`src/hw/rtl/bscu_pkg.sv`:
```
// ----------------------------------------------------------------------------
// bscu_pkg
// shared types, constants and helpers of the barometer compensation unit
// ----------------------------------------------------------------------------
package bscu_pkg;

   // configuration port
   localparam int CSR_ADDR_W = 6;
   localparam int CSR_DATA_W = 64;

   localparam logic [2:0] REG_COEF_A = 3'd0;
   localparam logic [2:0] REG_COEF_U = 3'd1;
   localparam logic [2:0] REG_COEF_B = 3'd2;
   localparam logic [2:0] REG_COEF_M = 3'd3;
   localparam logic [2:0] REG_OSS    = 3'd4;

   localparam logic [1:0] OSS_RESET = 2'd3;

   // compensation constants
   localparam logic [31:0] B6_OFFSET = 32'd4000;
   localparam logic [31:0] B4_BIAS   = 32'd32768;
   localparam logic [31:0] B7_SCALE  = 32'd50000;
   localparam logic [31:0] P_COEF_SQ = 32'd3038;
   localparam logic [31:0] P_COEF_LN = 32'hFFFF_E343;  // -7357
   localparam logic [31:0] P_ROUND   = 32'd3791;
   localparam logic [31:0] T_ROUND   = 32'd8;

   typedef enum logic {
      OP_TEMP = 1'b0,
      OP_PRES = 1'b1
   } op_type;

   typedef struct packed {
      logic        operation;
      logic [18:0] raw_value;
   } req_type;

   typedef struct packed {
      logic               kind;
      logic signed [31:0] value;
      logic               div_error;
   } rsp_type;

   typedef struct packed {
      op_type      op;
      logic [18:0] raw;
   } item_type;

   typedef struct packed {
      logic     valid;
      item_type item;
   } head_type;

   typedef struct packed {
      logic [47:0] coef_a;
      logic [47:0] coef_u;
      logic [31:0] coef_b;
      logic [31:0] coef_m;
      logic [1:0]  oss;
   } cfg_type;

   typedef enum logic [4:0] {
      S_IDLE, S_T0, S_T1, S_T2, S_TDIV,
      S_P0, S_P1, S_P2, S_P3, S_P4, S_P5, S_P6, S_P7, S_P8, S_P9,
      S_PDIV, S_P10, S_P11, S_P12, S_P13, S_P14, S_OUT
   } eng_state_type;

   function automatic logic [31:0] asr(input logic [31:0] x, input logic [4:0] n);
      return $unsigned($signed(x) >>> n);
   endfunction

   function automatic logic [31:0] sext16(input logic [15:0] x);
      return {{16{x[15]}}, x};
   endfunction

endpackage

```
`src/hw/rtl/bscu_front.sv`:
```
// ----------------------------------------------------------------------------
// bscu_front
// accepts request transactions, tags them and queues them for the engine
// ----------------------------------------------------------------------------
module bscu_front (
   input  logic              clock,
   input  logic              reset,
   input  logic              req_valid,
   output logic              req_stall,
   input  bscu_pkg::req_type req_payload,
   output bscu_pkg::head_type head,
   input  logic              pop
);

   bscu_pkg::item_type entry_ff [2];
   bscu_pkg::item_type entry_in;
   logic       wr_ptr_ff, wr_ptr_in;
   logic       rd_ptr_ff, rd_ptr_in;
   logic [1:0] count_ff, count_in;
   logic       push;
   logic       take;

   assign req_stall = (count_ff == 2'd2);
   assign push      = req_valid && !req_stall;
   assign take      = pop && (count_ff != 2'd0);

   // classify the raw transaction
   assign entry_in.op  = bscu_pkg::op_type'(req_payload.operation);
   assign entry_in.raw = req_payload.raw_value;

   assign head.valid = (count_ff != 2'd0);
   assign head.item  = entry_ff[rd_ptr_ff];

   always_comb begin
      wr_ptr_in = push ? ~wr_ptr_ff : wr_ptr_ff;
      rd_ptr_in = take ? ~rd_ptr_ff : rd_ptr_ff;
      count_in  = count_ff + {1'b0, push} - {1'b0, take};
   end

   always_ff @(posedge clock) begin
      if (push) begin
         entry_ff[wr_ptr_ff] <= entry_in;
      end
   end

   always_ff @(posedge clock) begin
      if (reset) begin
         wr_ptr_ff <= 1'b0;
         rd_ptr_ff <= 1'b0;
         count_ff  <= 2'd0;
      end else begin
         wr_ptr_ff <= wr_ptr_in;
         rd_ptr_ff <= rd_ptr_in;
         count_ff  <= count_in;
      end
   end

endmodule

```
`src/hw/rtl/bscu_divider.sv`:
```
// ----------------------------------------------------------------------------
// bscu_divider
// unsigned 32 by 32 restoring divider, one quotient bit per cycle
// ----------------------------------------------------------------------------
module bscu_divider (
   input  logic        clock,
   input  logic        reset,
   input  logic        start,
   input  logic [31:0] dividend,
   input  logic [31:0] divisor,
   output logic        done,
   output logic [31:0] quotient
);

   logic        busy_ff, busy_in;
   logic        done_ff, done_in;
   logic [4:0]  count_ff, count_in;
   logic [31:0] rem_ff, rem_in;
   logic [31:0] quo_ff, quo_in;
   logic [31:0] dsr_ff, dsr_in;
   logic [32:0] shifted;
   logic [32:0] diff;

   assign shifted = {rem_ff, quo_ff[31]};
   assign diff    = shifted - {1'b0, dsr_ff};

   always_comb begin
      busy_in  = busy_ff;
      done_in  = 1'b0;
      count_in = count_ff;
      rem_in   = rem_ff;
      quo_in   = quo_ff;
      dsr_in   = dsr_ff;
      if (start) begin
         busy_in  = 1'b1;
         count_in = 5'd0;
         rem_in   = 32'd0;
         quo_in   = dividend;
         dsr_in   = divisor;
      end else if (busy_ff) begin
         if (!diff[32]) begin
            rem_in = diff[31:0];
            quo_in = {quo_ff[30:0], 1'b1};
         end else begin
            rem_in = shifted[31:0];
            quo_in = {quo_ff[30:0], 1'b0};
         end
         count_in = count_ff + 5'd1;
         if (count_ff == 5'd31) begin
            busy_in = 1'b0;
            done_in = 1'b1;
         end
      end
   end

   always_ff @(posedge clock) begin
      if (reset) begin
         busy_ff  <= 1'b0;
         done_ff  <= 1'b0;
         count_ff <= 5'd0;
      end else begin
         busy_ff  <= busy_in;
         done_ff  <= done_in;
         count_ff <= count_in;
      end
   end

   always_ff @(posedge clock) begin
      rem_ff <= rem_in;
      quo_ff <= quo_in;
      dsr_ff <= dsr_in;
   end

   assign done     = done_ff;
   assign quotient = quo_ff;

endmodule

```
`src/hw/rtl/bscu_engine.sv`:
```
// ----------------------------------------------------------------------------
// bscu_engine
// sequencer with one shared multiplier and the divider, holds b5
// ----------------------------------------------------------------------------
module bscu_engine (
   input  logic               clock,
   input  logic               reset,
   input  bscu_pkg::cfg_type  cfg,
   input  bscu_pkg::head_type head,
   output logic               pop,
   output logic               rsp_valid,
   input  logic               rsp_stall,
   output bscu_pkg::rsp_type  rsp_payload
);

   bscu_pkg::eng_state_type state_ff, state_in;
   bscu_pkg::item_type      item_ff, item_in;
   bscu_pkg::rsp_type       rsp_payload_ff, rsp_payload_in;
   logic        rsp_valid_ff, rsp_valid_in;
   logic [31:0] temp_ff, temp_in;
   logic [31:0] prod_ff, prod_in;
   logic [31:0] x1_ff, x1_in;
   logic [31:0] den_ff, den_in;
   logic [31:0] b6_ff, b6_in;
   logic [31:0] sq_ff, sq_in;
   logic [31:0] acc_ff, acc_in;
   logic [31:0] b3_ff, b3_in;
   logic [31:0] b4_ff, b4_in;
   logic [31:0] b7_ff, b7_in;
   logic [31:0] p_ff, p_in;
   logic [31:0] res_value_ff, res_value_in;
   logic        res_err_ff, res_err_in;

   logic [31:0] mul_a, mul_b;
   logic [63:0] mul_full;
   logic        div_start, div_done;
   logic [31:0] div_dividend, div_divisor, div_quotient;

   logic [31:0] ac1, ac2, ac3, ac4, ac5, ac6, b1, b2, mc, md;
   logic [31:0] ut, t_num, t_num_abs, den_abs, q_signed, b5, x3;

   assign ac1 = bscu_pkg::sext16(cfg.coef_a[47:32]);
   assign ac2 = bscu_pkg::sext16(cfg.coef_a[31:16]);
   assign ac3 = bscu_pkg::sext16(cfg.coef_a[15:0]);
   assign ac4 = {16'd0, cfg.coef_u[47:32]};
   assign ac5 = {16'd0, cfg.coef_u[31:16]};
   assign ac6 = {16'd0, cfg.coef_u[15:0]};
   assign b1  = bscu_pkg::sext16(cfg.coef_b[31:16]);
   assign b2  = bscu_pkg::sext16(cfg.coef_b[15:0]);
   assign mc  = bscu_pkg::sext16(cfg.coef_m[31:16]);
   assign md  = bscu_pkg::sext16(cfg.coef_m[15:0]);

   assign ut        = {16'd0, item_ff.raw[15:0]};
   assign t_num     = {mc[20:0], 11'd0};
   assign t_num_abs = t_num[31] ? (32'd0 - t_num) : t_num;
   assign den_abs   = den_ff[31] ? (32'd0 - den_ff) : den_ff;
   assign q_signed  = (t_num[31] ^ den_ff[31]) ? (32'd0 - div_quotient) : div_quotient;
   assign b5        = x1_ff + q_signed;
   assign x3        = bscu_pkg::asr(prod_ff, 5'd11) + acc_ff;

   // shared multiplier operand select, low 32 bits of the product registered
   always_comb begin
      unique case (state_ff)
         bscu_pkg::S_T0: begin
            mul_a = ut - ac6;
            mul_b = ac5;
         end
         bscu_pkg::S_P1: begin
            mul_a = b6_ff;
            mul_b = b6_ff;
         end
         bscu_pkg::S_P2: begin
            mul_a = ac2;
            mul_b = b6_ff;
         end
         bscu_pkg::S_P3: begin
            mul_a = b2;
            mul_b = sq_ff;
         end
         bscu_pkg::S_P4: begin
            mul_a = ac3;
            mul_b = b6_ff;
         end
         bscu_pkg::S_P5: begin
            mul_a = b1;
            mul_b = sq_ff;
         end
         bscu_pkg::S_P7: begin
            mul_a = ac4;
            mul_b = acc_ff + bscu_pkg::B4_BIAS;
         end
         bscu_pkg::S_P8: begin
            mul_a = {13'd0, item_ff.raw} - b3_ff;
            mul_b = bscu_pkg::B7_SCALE >> cfg.oss;
         end
         bscu_pkg::S_P10: begin
            mul_a = bscu_pkg::asr(p_ff, 5'd8);
            mul_b = bscu_pkg::asr(p_ff, 5'd8);
         end
         bscu_pkg::S_P11: begin
            mul_a = prod_ff;
            mul_b = bscu_pkg::P_COEF_SQ;
         end
         bscu_pkg::S_P12: begin
            mul_a = bscu_pkg::P_COEF_LN;
            mul_b = p_ff;
         end
         default: begin
            mul_a = 32'd0;
            mul_b = 32'd0;
         end
      endcase
   end

   assign mul_full = mul_a * mul_b;
   assign prod_in  = mul_full[31:0];

   always_comb begin
      state_in       = state_ff;
      item_in        = item_ff;
      temp_in        = temp_ff;
      x1_in          = x1_ff;
      den_in         = den_ff;
      b6_in          = b6_ff;
      sq_in          = sq_ff;
      acc_in         = acc_ff;
      b3_in          = b3_ff;
      b4_in          = b4_ff;
      b7_in          = b7_ff;
      p_in           = p_ff;
      res_value_in   = res_value_ff;
      res_err_in     = res_err_ff;
      rsp_valid_in   = rsp_valid_ff && rsp_stall;
      rsp_payload_in = rsp_payload_ff;
      pop            = 1'b0;
      div_start      = 1'b0;
      div_dividend   = t_num_abs;
      div_divisor    = den_abs;
      unique case (state_ff)
         bscu_pkg::S_IDLE: begin
            if (head.valid) begin
               pop      = 1'b1;
               item_in  = head.item;
               state_in = (head.item.op == bscu_pkg::OP_TEMP) ? bscu_pkg::S_T0
                                                             : bscu_pkg::S_P0;
            end
         end
         // temperature
         bscu_pkg::S_T0: state_in = bscu_pkg::S_T1;
         bscu_pkg::S_T1: begin
            x1_in    = bscu_pkg::asr(prod_ff, 5'd15);
            den_in   = bscu_pkg::asr(prod_ff, 5'd15) + md;
            state_in = bscu_pkg::S_T2;
         end
         bscu_pkg::S_T2: begin
            if (den_ff == 32'd0) begin
               res_err_in   = 1'b1;
               res_value_in = 32'd0;
               state_in     = bscu_pkg::S_OUT;
            end else begin
               div_start = 1'b1;
               state_in  = bscu_pkg::S_TDIV;
            end
         end
         bscu_pkg::S_TDIV: begin
            if (div_done) begin
               temp_in      = b5;
               res_value_in = bscu_pkg::asr(b5 + bscu_pkg::T_ROUND, 5'd4);
               res_err_in   = 1'b0;
               state_in     = bscu_pkg::S_OUT;
            end
         end
         // pressure
         bscu_pkg::S_P0: begin
            b6_in    = temp_ff - bscu_pkg::B6_OFFSET;
            state_in = bscu_pkg::S_P1;
         end
         bscu_pkg::S_P1: state_in = bscu_pkg::S_P2;
         bscu_pkg::S_P2: begin
            sq_in    = bscu_pkg::asr(prod_ff, 5'd12);
            state_in = bscu_pkg::S_P3;
         end
         bscu_pkg::S_P3: begin
            acc_in   = bscu_pkg::asr(prod_ff, 5'd11);
            state_in = bscu_pkg::S_P4;
         end
         bscu_pkg::S_P4: begin
            x1_in    = {ac1[29:0], 2'b00} + x3;
            state_in = bscu_pkg::S_P5;
         end
         bscu_pkg::S_P5: begin
            b3_in    = bscu_pkg::asr((x1_ff << cfg.oss) + 32'd2, 5'd2);
            acc_in   = bscu_pkg::asr(prod_ff, 5'd13);
            state_in = bscu_pkg::S_P6;
         end
         bscu_pkg::S_P6: begin
            acc_in   = bscu_pkg::asr(acc_ff + bscu_pkg::asr(prod_ff, 5'd16) + 32'd2, 5'd2);
            state_in = bscu_pkg::S_P7;
         end
         bscu_pkg::S_P7: state_in = bscu_pkg::S_P8;
         bscu_pkg::S_P8: begin
            b4_in    = prod_ff >> 15;
            state_in = bscu_pkg::S_P9;
         end
         bscu_pkg::S_P9: begin
            b7_in = prod_ff;
            if (b4_ff == 32'd0) begin
               res_err_in   = 1'b1;
               res_value_in = 32'd0;
               state_in     = bscu_pkg::S_OUT;
            end else begin
               div_start    = 1'b1;
               div_dividend = prod_ff[31] ? prod_ff : {prod_ff[30:0], 1'b0};
               div_divisor  = b4_ff;
               state_in     = bscu_pkg::S_PDIV;
            end
         end
         bscu_pkg::S_PDIV: begin
            if (div_done) begin
               p_in     = b7_ff[31] ? {div_quotient[30:0], 1'b0} : div_quotient;
               state_in = bscu_pkg::S_P10;
            end
         end
         bscu_pkg::S_P10: state_in = bscu_pkg::S_P11;
         bscu_pkg::S_P11: state_in = bscu_pkg::S_P12;
         bscu_pkg::S_P12: begin
            acc_in   = bscu_pkg::asr(prod_ff, 5'd16);
            state_in = bscu_pkg::S_P13;
         end
         bscu_pkg::S_P13: begin
            acc_in   = acc_ff + bscu_pkg::asr(prod_ff, 5'd16) + bscu_pkg::P_ROUND;
            state_in = bscu_pkg::S_P14;
         end
         bscu_pkg::S_P14: begin
            res_value_in = p_ff + bscu_pkg::asr(acc_ff, 5'd4);
            res_err_in   = 1'b0;
            state_in     = bscu_pkg::S_OUT;
         end
         bscu_pkg::S_OUT: begin
            if (!rsp_valid_ff || !rsp_stall) begin
               rsp_valid_in             = 1'b1;
               rsp_payload_in.kind      = item_ff.op;
               rsp_payload_in.value     = res_value_ff;
               rsp_payload_in.div_error = res_err_ff;
               state_in                 = bscu_pkg::S_IDLE;
            end
         end
         default: state_in = bscu_pkg::S_IDLE;
      endcase
   end

   always_ff @(posedge clock) begin
      if (reset) begin
         state_ff     <= bscu_pkg::S_IDLE;
         rsp_valid_ff <= 1'b0;
         temp_ff      <= 32'd0;
      end else begin
         state_ff     <= state_in;
         rsp_valid_ff <= rsp_valid_in;
         temp_ff      <= temp_in;
      end
   end

   always_ff @(posedge clock) begin
      item_ff        <= item_in;
      prod_ff        <= prod_in;
      x1_ff          <= x1_in;
      den_ff         <= den_in;
      b6_ff          <= b6_in;
      sq_ff          <= sq_in;
      acc_ff         <= acc_in;
      b3_ff          <= b3_in;
      b4_ff          <= b4_in;
      b7_ff          <= b7_in;
      p_ff           <= p_in;
      res_value_ff   <= res_value_in;
      res_err_ff     <= res_err_in;
      rsp_payload_ff <= rsp_payload_in;
   end

   bscu_divider u_divider (
      .clock    (clock),
      .reset    (reset),
      .start    (div_start),
      .dividend (div_dividend),
      .divisor  (div_divisor),
      .done     (div_done),
      .quotient (div_quotient)
   );

   assign rsp_valid   = rsp_valid_ff;
   assign rsp_payload = rsp_payload_ff;

`ifndef SYNTHESIS
   a_err_value_zero: assert property (@(posedge clock) disable iff (reset)
      rsp_valid_ff && rsp_payload_ff.div_error |-> rsp_payload_ff.value == 32'sd0)
      else $error("error result with nonzero value");

   a_zero_den_keeps_b5: assert property (@(posedge clock) disable iff (reset)
      state_ff == bscu_pkg::S_T2 && den_ff == 32'd0 |=> $stable(temp_ff))
      else $error("b5 changed on zero divisor");

   a_div_start_place: assert property (@(posedge clock) disable iff (reset)
      div_start |-> (state_ff == bscu_pkg::S_T2 || state_ff == bscu_pkg::S_P9))
      else $error("divider started outside a launch step");

   a_div_done_place: assert property (@(posedge clock) disable iff (reset)
      div_done |-> (state_ff == bscu_pkg::S_TDIV || state_ff == bscu_pkg::S_PDIV))
      else $error("divider finished while not awaited");
`endif

endmodule

```
`src/hw/rtl/baro_sensor_compensation_unit.sv`:
```
// ----------------------------------------------------------------------------
// baro_sensor_compensation_unit
// integer temperature and pressure compensation for a digital barometer
// ----------------------------------------------------------------------------
// Raw readings come in tagged as temperature (operation 0) or pressure
// (operation 1) and each gives one response transaction. A temperature
// reading computes b5, keeps it and returns degrees in 0.1 degC; a pressure
// reading uses the kept b5 (0 after reset) and the oversampling setting and
// returns pascals. A zero divisor gives div_error with value 0; in the
// temperature case b5 is then left as it was. Each transaction runs
// through steps of the single shared 32x32 multiplier and the restoring
// divider. A two-deep queue in front takes new requests while the engine
// works, and the response register lets the engine start the next one
// while a result waits. The calibration registers sit on a 64-bit
// APB-style port at byte address 8*i; write them only while the unit is
// idle.
module baro_sensor_compensation_unit (
   input  logic                                clock,
   input  logic                                reset,
   // request channel
   input  logic                                req_valid,
   output logic                                req_stall,
   input  bscu_pkg::req_type                   req_payload,
   // response channel
   output logic                                rsp_valid,
   input  logic                                rsp_stall,
   output bscu_pkg::rsp_type                   rsp_payload,
   // configuration port
   input  logic                                csr_psel,
   input  logic                                csr_penable,
   input  logic                                csr_pwrite,
   input  logic [bscu_pkg::CSR_ADDR_W-1:0]     csr_paddr,
   input  logic [bscu_pkg::CSR_DATA_W-1:0]     csr_pwdata,
   output logic [bscu_pkg::CSR_DATA_W-1:0]     csr_prdata,
   output logic                                csr_pready
);

   bscu_pkg::cfg_type  cfg_ff, cfg_in;
   bscu_pkg::head_type head;
   logic               pop;
   logic               csr_write;
   logic [2:0]         csr_index;

   // register index from the 8-byte aligned address
   assign csr_index  = csr_paddr[5:3];
   assign csr_write  = csr_psel && csr_penable && csr_pwrite;
   assign csr_pready = 1'b1;

   always_comb begin
      cfg_in = cfg_ff;
      if (csr_write) begin
         unique case (csr_index)
            bscu_pkg::REG_COEF_A: cfg_in.coef_a = csr_pwdata[47:0];
            bscu_pkg::REG_COEF_U: cfg_in.coef_u = csr_pwdata[47:0];
            bscu_pkg::REG_COEF_B: cfg_in.coef_b = csr_pwdata[31:0];
            bscu_pkg::REG_COEF_M: cfg_in.coef_m = csr_pwdata[31:0];
            bscu_pkg::REG_OSS:    cfg_in.oss    = csr_pwdata[1:0];
            default:              cfg_in        = cfg_ff;  // unmapped, ignored
         endcase
      end
   end

   // read back
   always_comb begin
      unique case (csr_index)
         bscu_pkg::REG_COEF_A: csr_prdata = {16'd0, cfg_ff.coef_a};
         bscu_pkg::REG_COEF_U: csr_prdata = {16'd0, cfg_ff.coef_u};
         bscu_pkg::REG_COEF_B: csr_prdata = {32'd0, cfg_ff.coef_b};
         bscu_pkg::REG_COEF_M: csr_prdata = {32'd0, cfg_ff.coef_m};
         bscu_pkg::REG_OSS:    csr_prdata = {62'd0, cfg_ff.oss};
         default:              csr_prdata = '0;
      endcase
   end

   always_ff @(posedge clock) begin
      if (reset) begin
         cfg_ff.coef_a <= 48'd0;
         cfg_ff.coef_u <= 48'd0;
         cfg_ff.coef_b <= 32'd0;
         cfg_ff.coef_m <= 32'd0;
         cfg_ff.oss    <= bscu_pkg::OSS_RESET;
      end else begin
         cfg_ff <= cfg_in;
      end
   end

   // front: accept, tag and queue
   bscu_front u_front (
      .clock       (clock),
      .reset       (reset),
      .req_valid   (req_valid),
      .req_stall   (req_stall),
      .req_payload (req_payload),
      .head        (head),
      .pop         (pop)
   );

   // back: compensation sequencer and response register
   bscu_engine u_engine (
      .clock       (clock),
      .reset       (reset),
      .cfg         (cfg_ff),
      .head        (head),
      .pop         (pop),
      .rsp_valid   (rsp_valid),
      .rsp_stall   (rsp_stall),
      .rsp_payload (rsp_payload)
   );

endmodule

```
`config.mk`:
```
export PLATFORM = sky130hd
export DESIGN_NAME = baro_sensor_compensation_unit
export DESIGN_NICKNAME = d
export VERILOG_FILES = /design/src/hw/rtl/bscu_pkg.sv /design/src/hw/rtl/bscu_front.sv /design/src/hw/rtl/bscu_divider.sv /design/src/hw/rtl/bscu_engine.sv /design/src/hw/rtl/baro_sensor_compensation_unit.sv
export SDC_FILE = /design/constraint.sdc
export NUM_CORES = 2
export LEC_CHECK = 0
export ABC_CLOCK_PERIOD_IN_PS = 13600
export BUFFER_PORTS_ARGS = -buffer_cell sky130_fd_sc_hd__buf_4
export CORE_UTILIZATION = 35
export CTS_BUF_LIST = sky130_fd_sc_hd__clkbuf_8
export DETAILED_ROUTE_END_ITERATION = 10
export PLACE_DENSITY = 0.57
export RECOVER_POWER = 100
export SLEW_MARGIN = 20
export SYNTH_ARGS = -nofsm -noshare
export SYNTH_HDL_FRONTEND = slang
export SYNTH_SLANG_ARGS = --single-unit
export TNS_END_PERCENT = 5
```
`constraint.sdc`:
```
create_clock -name clock -period 13.6 [get_ports clock]
set_input_delay 0 -clock clock [delete_from_list [all_inputs] [get_ports clock]]
set_output_delay 0 -clock clock [all_outputs]
set_load 0.01 [all_outputs]
```
==> impl_metrics.yaml <==
clock_network:
  clkSlewWorstSetupHoldPaths_ns: 0.07
  numClockSinks: 681
  cts_htree_levels: 3
  clock_path_buffers: 3
  tritoncts: "built"
  cts_resized: 0
  cts-buffers-inserted: 121
  root_buffer: "clkbuf_8"
  clock_latency_ns: 0.95
  postCtsSetupBuffers: 0
floorplan:
  die_h_um: 412
  rows: 150
  dieArea_mm2: 0.170
  die_w_um: 412
  io_pins: 198
  core_area_mm2: 0.167
  initial_utilization: 0.352
worst_hold_path:
  hold_class: "input pin to register"
  hold_path.startpoint: "csr_psel"
  holdPathEnd: "cfg_ff[118]"
  whs_path_depth: 5
timing:
  period_share: 0.919
  grt_setup_unrepaired: "no"
  fmax_ghz: 0.0801
  tightest_slew_ns: 6.40
  finClkSkew_ns: 0.0989
  setup_ws_ns: 1.11
  finalSetupTns_ns: 0
  final_max_slew_viol_count: 1135
  hold_viol: 0
  period_needed_ns: 12.49
  setup_violations: 0
  slew_headroom: -3.27
synthesis:
  yosys_warnings: 0
  ys_types: 113
  ys_ff_latch: 681
  netlist_area_mm2: 0.0589
  synth_top_family_by_area: "adder cells"
  synthArstFlopShare: 0
  synth_fa_ha_area_frac: 0.226
  ys.flop_type: "edfxtp_1"
  synth-edff-count: 405
  synth_area_per_cell_um2: 8.98
  yosysMostFrequentCell: "nand2_1"
  synth_top_area_frac: 0.207
  postSynthCellCount: 6557
  ys_seq_area_frac: 0.300
  synth_compound_area_frac: 0.155
  yosys.area.top_type: "edfxtp_1"
  synth_simple_gate_area_frac: 0.157
  synth_mux_area_frac: 0.0266
  synth_xor_xnor_area_share: 0.0696
  synth_area_leaders: "edfxtp_1 (21%), fa_1 (15%), dfxtp_1 (9.4%), ha_1 (7.5%), nand2_1 (6.2%)"
  synthTopCellsByCount: "nand2_1 (975), inv_1 (652), nor2_1 (604)"
placement:
  port-buffer-count: 161
  dp_slack_ns: 2.13
  dpl_cell_area_mm2: 0.0629
  dpl.hpwl_mm: 177
  gp_congestion: 1.00
worst_setup_path:
  rr_endpoint: "u_engine.prod_ff[31]"
  cp_slowest_cell: "clkbuf_1"
  reg2regPathDepth: 35
  regToRegStartpoint: "u_engine.state_ff[3]"
  critPathTopFamily: "adder cells"
  start_kind: "register"
  cp_max_fo: 24
  critPathKind: "register to register"
  required_ns: 14.38
  path_buf_inv: 9
  slowest_delay_ns: 1.47
  cp-end-kind: "register"
  ff2ff_setup_slack_ns: 1.11
  crit_arrival_ns: 13.27
pwr:
  p_sw_frac: 0.465
  ir_worst_vdd_mv: 0.0909
  p_comb_frac: 0.526
  pwr-share-seq: 0.268
  switchingPower_mw: 4.86
  pwr_density_cell_mw_per_mm2: 157
  p_clk_frac: 0.206
  leakage_nw: 26.9
  internal-power_mw: 5.58
global_route:
  gr-total-overflow: 0
  grt_pass1_vias: 49700
  grt_start_max_net_pins: 132
  antenna_found_initial: 14
  grt_pass1_wl_mm: 334
  grtUsageTotal: 0.267
final_layout:
  fillers: 16800
  area_delta_synth_final_pct: 13.0
  fin_area_mm2: 0.0665
  drive_gt1_frac: 0.0739
  nets: 7740
detailed_routing:
  drt_pass1_iterations: 8
  wire_per_inst_um: 25.0
  vias: 51000
  routed_wl_mm: 230
  drt_iter0_markers: 5193
  viasPerCell: 5.57
  drtAntennaViolNets: 0
  drcViolationCount: 0
flow_run:
  max_cap_viol_count: 34
status:
  violations: "capacitance limit, slew limit"
  status: "complete, but fails checks"
## power groups by stage
stage / registers, mW / clock network, mW / logic (mW)
after floorplan: 2.68 / 0 / 3.69
after global placement: 2.82 / 0 / 5.32
after detailed placement: 2.82 / 0 / 5.39
after CTS: 2.78 / 2.19 / 5.45
after global routing: 2.81 / 2.26 / 5.97
final: 2.80 / 2.15 / 5.49
## layout make-up
type | count | area (um^2) | share of cell area
well taps | 2204 | 2760 | 0.0415
inverters | 656 | 2460 | 0.0370
flip-flops and latches | 681 | 17700 | 0.266
clock inverters | 90 | 734 | 0.0110
repair buffers | 449 | 3290 | 0.0494
diodes | 6 | 15.0 | 0.000226
clock buffers | 140 | 1930 | 0.0290
multi-input cells | 4938 | 37600 | 0.566
## worst min-delay path, delay by kind of cell
kind / cells / cell delay, ns
simple gates: 3 / 0.79
buf+inv: 1 / 0.11
compound gates: 1 / 0.05
## cell families after synthesis
kind of cell             count (synthesis)
AND/OR/NAND/NOR                       2114
other                                    2
multiplexers                           148
adder cells (fa/ha/maj)                797
AO/OA/AOI/OAI                         1383
XOR/XNOR                               465
flip-flops                             681
buffers and inverters                  967
## cells in the final DEF (no fill, tap or decap), types with 82 or more instances in the layout
cell type / instances
inv_1: 689
clkbuf_8: 140
fa_1: 445
clkbuf_1: 126
nand3_1: 85
dlygate4sd3_1: 150
xor2_1: 181
nor2_1: 596
mux2i_1: 82
ha_1: 351
o21ai_0: 246
buf_4: 152
edfxtp_1: 405
nor3_1: 85
a21oi_1: 458
xnor2_1: 280
dfxtp_1: 274
nand2_1: 971
## sequential cells by signal (all words and copies together) (netlist names), 2 cells and up, named ones only
register	flops
u_engine.u_divider.quotient	32
u_engine.x1_ff	32
u_engine.acc_ff	32
u_engine.p_ff	32
u_engine.den_ff	18
u_engine.rsp_payload	34
u_front.entry_ff	40
u_engine.u_divider.dsr_ff	32
u_engine.u_divider.count_ff	5
cfg_ff	162
u_engine.b4_ff	17
u_engine.prod_ff	32
u_engine.sq_ff	20
u_engine.u_divider.rem_ff	32
u_engine.state_ff	5
u_engine.b6_ff	32
u_engine.temp_ff	32
u_engine.b3_ff	30
u_engine.res_value_ff	32
u_front.count_ff	2
u_engine.item_ff	20
## repair_timing
action,CTS,global route
setup endpoints to repair,0,0
hold endpoints to repair,322,0
hold buffers,150,0
## how the worst max path moves through the flow
stage               slack (ns)              endpoint  cells after the start            startpoint
global placement          2.30  u_engine.prod_ff[31]                     39  u_engine.state_ff[1]
floorplan                 3.95  u_engine.prod_ff[31]                     36  u_engine.state_ff[0]
global route              0.76  u_engine.prod_ff[31]                     35  u_engine.state_ff[3]
finish                    1.11  u_engine.prod_ff[31]                     35  u_engine.state_ff[3]
detailed placement        2.13  u_engine.prod_ff[31]                     38  u_engine.state_ff[0]
CTS                       2.13  u_engine.prod_ff[31]                     38  u_engine.state_ff[0]
## layer usage
| layer | up-vias | GRT usage | part of all wire |
|---|---|---|---|
| met1 | 25000 | 0.342 | 0.40 |
| met2 | 2476 | 0.417 | 0.44 |
| met3 | 584 | 0.0514 | 0.090 |
| met4 | 4 | 0.157 | 0.067 |
| li1 | 23000 | - | - |
| met5 | - | 0 | 0.00012 |
## metrics by stage
stage	hold WS [ns]	power, mW	utilization	instances
4_1_cts	0.0296	10.4	0.401	9158
2_1_floorplan	0.0799	6.37	-	6586
3_3_place_gp	0.187	8.14	0.376	8777
3_5_place_dp	0.191	8.21	0.376	8778
5_1_grt	0.125	11.0	0.398	9162
6_report	0.125	10.4	0.398	9164
(Power assumes the default switching activity.)
